[config.mk]
export PLATFORM = sky130hd
export DESIGN_NAME = irt_ctrl
export DESIGN_NICKNAME = d
export VERILOG_FILES = /design/src/rtl/irt_pkg.sv /design/src/rtl/irt_ctrl.sv
export SDC_FILE = /design/constraint.sdc
export NUM_CORES = 1
export LEC_CHECK = 0
export BUFFER_PORTS_ARGS = -buffer_cell sky130_fd_sc_hd__buf_2
export CAP_MARGIN = 5
export CORE_AREA = 2 2 39 41
export CTS_CLUSTER_DIAMETER = 120
export CTS_CLUSTER_SIZE = 8
export DETAILED_ROUTE_END_ITERATION = 16
export DIE_AREA = 0 0 41 43
export GPL_ROUTABILITY_DRIVEN = 1
export GPL_TIMING_DRIVEN = 0
export HOLD_SLACK_MARGIN = 0.05
export PLACE_DENSITY_LB_ADDON = 0.05
export RECOVER_POWER = 50
export SLEW_MARGIN = 0
export SYNTH_ARGS = -nofsm -noshare
export SYNTH_HDL_FRONTEND = slang
export SYNTH_SLANG_ARGS = --single-unit
export TNS_END_PERCENT = 10
[constraint.sdc]
create_clock -name clk -period 2.5 [get_ports clk]
set_input_delay 0.625 -clock clk [delete_from_list [all_inputs] [get_ports clk]]
set_output_delay 0.625 -clock clk [all_outputs]
set_load 0.03 [all_outputs]
[src/rtl/irt_pkg.sv]
`timescale 1ns / 1ps

package irt_pkg;

    localparam int NUM_ROOMS      = 8;
    localparam int SLOTS_PER_ROOM = 16;

    localparam int TIME_W     = 32;
    localparam int ID_W       = 32;
    localparam int ROOM_IDX_W = (NUM_ROOMS > 1) ? $clog2(NUM_ROOMS) : 1;
    localparam int SLOT_W     = $clog2(SLOTS_PER_ROOM);
    localparam int CNT_W      = $clog2(SLOTS_PER_ROOM + 1);
    localparam int DEPTH      = NUM_ROOMS * SLOTS_PER_ROOM;
    localparam int ADDR_W     = $clog2(DEPTH);
    localparam int ENTRY_W    = 2 * TIME_W + ID_W;

    typedef enum logic [1:0] {
        STATUS_OK      = 2'd0,
        STATUS_OVERLAP = 2'd1,
        STATUS_FULL    = 2'd2
    } status_t;

    // Controller to datapath
    typedef struct packed {
        logic    load;
        logic    scan;
        logic    prep;
        logic    shift;
        logic    insert;
        logic    respond;
        status_t resp_status;
    } ctl_cmd_t;

    // Datapath to controller
    typedef struct packed {
        logic scan_done;
        logic free;
        logic book;
        logic full;
        logic room_bad;
        logic shift_done;
    } ctl_stat_t;

    function automatic logic [ADDR_W-1:0] slot_addr(
        input logic [ROOM_IDX_W-1:0] r,
        input logic [SLOT_W-1:0]     s
    );
        logic [ADDR_W+SLOT_W+ROOM_IDX_W-1:0] a;
        begin
            a = (ADDR_W+SLOT_W+ROOM_IDX_W)'(r) * (ADDR_W+SLOT_W+ROOM_IDX_W)'(SLOTS_PER_ROOM)
                + (ADDR_W+SLOT_W+ROOM_IDX_W)'(s);
            slot_addr = a[ADDR_W-1:0];
        end
    endfunction

endpackage

[src/rtl/irt_ctrl.sv]
`timescale 1ns / 1ps

module irt_ctrl (
    input  logic              clk,
    input  logic              rst_n,
    input  logic              start,
    output logic              busy,
    input  irt_pkg::ctl_stat_t stat,
    output irt_pkg::ctl_cmd_t  cmd
);
    import irt_pkg::*;

    typedef enum logic [1:0] {
        ST_IDLE,
        ST_SCAN,
        ST_SHIFT,
        ST_INSERT
    } state_t;

    state_t state_reg, state_next;
    logic   busy_reg;

    always_comb
    begin
        state_next      = state_reg;
        cmd             = '0;
        cmd.resp_status = STATUS_OK;
        case (state_reg)
            ST_IDLE:
            begin
                if (start)
                begin
                    cmd.load   = 1'b1;
                    state_next = ST_SCAN;
                end
            end
            ST_SCAN:
            begin
                cmd.scan = 1'b1;
                if (stat.scan_done)
                begin
                    if (stat.room_bad)
                    begin
                        cmd.respond     = 1'b1;
                        cmd.resp_status = STATUS_FULL;
                        state_next      = ST_IDLE;
                    end
                    else if (!stat.free)
                    begin
                        cmd.respond     = 1'b1;
                        cmd.resp_status = STATUS_OVERLAP;
                        state_next      = ST_IDLE;
                    end
                    else if (!stat.book)
                    begin
                        cmd.respond     = 1'b1;
                        cmd.resp_status = STATUS_OK;
                        state_next      = ST_IDLE;
                    end
                    else if (stat.full)
                    begin
                        cmd.respond     = 1'b1;
                        cmd.resp_status = STATUS_FULL;
                        state_next      = ST_IDLE;
                    end
                    else
                    begin
                        cmd.prep   = 1'b1;
                        state_next = ST_SHIFT;
                    end
                end
            end
            ST_SHIFT:
            begin
                cmd.shift = 1'b1;
                if (stat.shift_done)
                begin
                    state_next = ST_INSERT;
                end
            end
            ST_INSERT:
            begin
                cmd.insert = 1'b1;
                state_next = ST_IDLE;
            end
            default:
            begin
                state_next = ST_IDLE;
            end
        endcase
    end

    always_ff @(posedge clk or negedge rst_n)
    begin
        if (!rst_n)
        begin
            state_reg <= ST_IDLE;
            busy_reg  <= 1'b0;
        end
        else
        begin
            state_reg <= state_next;
            busy_reg  <= (state_next != ST_IDLE);
        end
    end

    assign busy = busy_reg;

endmodule

==> impl_metrics.csv <==
group,metric,value,unit
place,pre_cts_ws,0.555,ns
status,outcome,"finished, final reports clean",
clocking,cts_made_buffers,3,
floorplan,die_h,43,um
grt,track_usage,6.63,%
synthesis,synth_area_per_cell,10.3,sq um
place,post-dp-hpwl,450,um
worst_setup_path,cp_data_arrival_time,1.37,ns
cells_and_area,syn_to_final_growth,54.9,%
worst_setup_path,crit_path_top_delay_cell,"dfrtp_1",
clocking,clock-sinks,3,
run,maxCapViolations,0,
cells_and_area,drive_gt1_share,43.9,%
synthesis,synth_cells,20,
power,p_sw,0.0819,mW
timing,hold_viol_final,0,
route,drt-initial-drc-count,3,
grt,antenna_found_initial,0,
worst_setup_path,cp.required,1.88,ns
place,io_buffers,17,
cells_and_area,layout_common_cells,"buf_2 (15), nor2b_1 (3), dfrtp_1 (3), clkbuf_4 (3), clkbuf_1 (3)",
synthesis,ys_ff_latch,3,
grt,grt_max_degree,9,
timing,report.final.slew_viol_count,0,
power,powerDensity,698,nW/um^2
cells_and_area,post-route-util,23.0,%
route,vias_per_cell,3.84,
worst_setup_path,r2r_end,"state_reg[1]",
synthesis,yosys.area.top_type,"dfrtp_1",
power,p_seq_share,29.1,%
route,drc,0,
clocking,root_buffer,"clkbuf_4",
timing,relSlewSlack,76.2,%
power,internal_power,0.140,mW
route,routed_wirelength,558,um
clocking,clk_pin_slew,0.04,ns
clocking,cts_resized,0,
route,antenna_left,0,
floorplan,die_w,41,um
power,p_leak,0.158,nW
worst_setup_path,cpPeakStageDelay,0.44,ns
clocking,cts_tree,"built",
timing,max_freq,0.501,GHz
clocking,clkLatencyLatePin,0.23,ns
synthesis,synthTopCellsByArea,"dfrtp_1 (37%), nand4bb_4 (13%), nor2b_1 (9.1%)",
timing,setup_slack,0.503,ns
synthesis,yosysWarnings,0,
cells_and_area,layout_commonest_cell,"buf_2",
synthesis,yosysSeqAreaShare,36.6,%
grt,grt_pass1_wl,745,um
synthesis,yosys.area.top_type_share,36.6,%
power,comb_power_share,32.5,%
worst_setup_path,path_depth,3,
route,num_vias,219,
worst_setup_path,r2r_cells,2,
route,wl_per_cell,9.79,um
min_path,holdCritPathClass,"in2async",
route,dr.pass1.iters,2,
worst_setup_path,critPathLaunch,"state_reg[1]",
worst_setup_path,reg2reg_from,"state_reg[1]",
cells_and_area,fillers,165,
power,clockPowerShare,38.4,%
clocking,clockBufferDepth,2,
cells_and_area,final_nets,51,
floorplan,start_util,14.8,%
synthesis,synth_cell_types,14,
timing,rsz0062_at_grt,"false",
synthesis,synth_nets,29,
timing,fin_setup_tns,0,ns
floorplan,io_pins,18,
timing,skew,0.00226,ns
clocking,htree_levels,1,
worst_setup_path,crit_type,"reg2out",
worst_setup_path,crit_chain,"nand3b_1 -> nor3_1 -> buf_2",
synthesis,netlist_area,205,sq um
floorplan,fp.coreArea,1380,sq um
grt,grt_overflow,0,
cells_and_area,n_antenna_cell,0,
place,gp_congestion,0.683,
timing,post-route-period-util,79.9,%
timing,worstMarginPinSlew,0.359,ns
power,swShare,36.9,%
worst_setup_path,ff2ff_setup_slack,1.50,ns
power,peakVddDrop,0.000201,V
worst_setup_path,cp-start-kind,"register",
grt,grt_pass1_vias,202,
timing,finalSetupViolCount,0,
worst_setup_path,crit_path_max_fanout,7,
clocking,ctsHoldBuffers,0,
cells_and_area,largest_register_ffs,2,
floorplan,die_area,1760,sq um
worst_setup_path,critPathTopFamily,"simple AND/OR/NAND/NOR gates",
timing,period_needed,2.00,ns
clocking,post_cts_buffers,0,
worst_setup_path,cp_num_buf_inv,1,
floorplan,num_rows,14,
worst_setup_path,end_kind,"output port",
## power groups by stage
| stage | Combinational, mW | Clock (mW) | Sequential (mW) |
|---|---|---|---|
| 4_1_cts | 0.0766 | 0.0895 | 0.0644 |
| 3_5_place_dp | 0.0764 | 0 | 0.0651 |
| 2_1_floorplan | 0.0435 | 0 | 0.0700 |
| 5_1_grt | 0.0777 | 0.0950 | 0.0653 |
| 6_report | 0.0721 | 0.0850 | 0.0646 |
| 3_3_place_gp | 0.0763 | 0 | 0.0647 |
## how the worst max path moves through the flow
stage | to | slack (ns)
after global placement | cmd[2] | 0.58
after CTS | cmd[0] | 0.49
final | cmd[0] | 0.50
after detailed placement | cmd[0] | 0.55
after floorplan | cmd[0] | 0.44
after global routing | cmd[0] | 0.41
## layout make-up
class                   count  area, sq um  share of cell area, %
multi-input cells          16          110                   34.6
flip-flops and latches      3         75.1                   23.6
repair buffers             17         82.6                   26.0
well taps                  16         20.0                   6.30
clock buffers               4         26.3                   8.27
inverters                   1         3.75                   1.18
## metal layers
| metal | vias up | track usage, % | wire [um] |
|---|---|---|---|
| met2 | 13 | 7.50 | 223 |
| met3 | 0 | 3.14 | 61 |
| met1 | 90 | 8.71 | 273 |
| li1 | 116 | - | - |
| met4 | 0 | 6.00 | 0 |
| met5 | - | 0 | 0 |
## cells by family (layout without fill, tap and decap cells)
group                  after synthesis  count (layout)  share of synthesized area [%]
flip-flops                           3               3                           36.6
AO/OA/AOI/OAI                        4               4                           15.2
multiplexers                         1               1                           4.88
AND/OR/NAND/NOR                     11              11                           41.5
buffers and inverters                1              22                           1.83
## per-stage QoR
stage	instances	hold WS [ns]	cell area [sq um]	power [mW]
floorplan	20	0.329	205	0.114
global placement	53	0.421	310	0.141
detailed placement	53	0.422	310	0.141
CTS	57	0.171	337	0.230
global route	57	0.186	318	0.238
finish	57	0.186	318	0.222
## cells in the mapped netlist
library cell	instances
nor3b_1	1
nand4bb_4	1
mux2i_1	1
a31oi_1	1
nor2b_1	3
nor2_1	2
o2bb2ai_1	1
nor3_1	2
inv_1	1
a311oi_1	1
o21bai_1	1
and2_1	1
dfrtp_1	3
nand3b_1	1
Note: power is estimated with default switching activity, not from simulation.
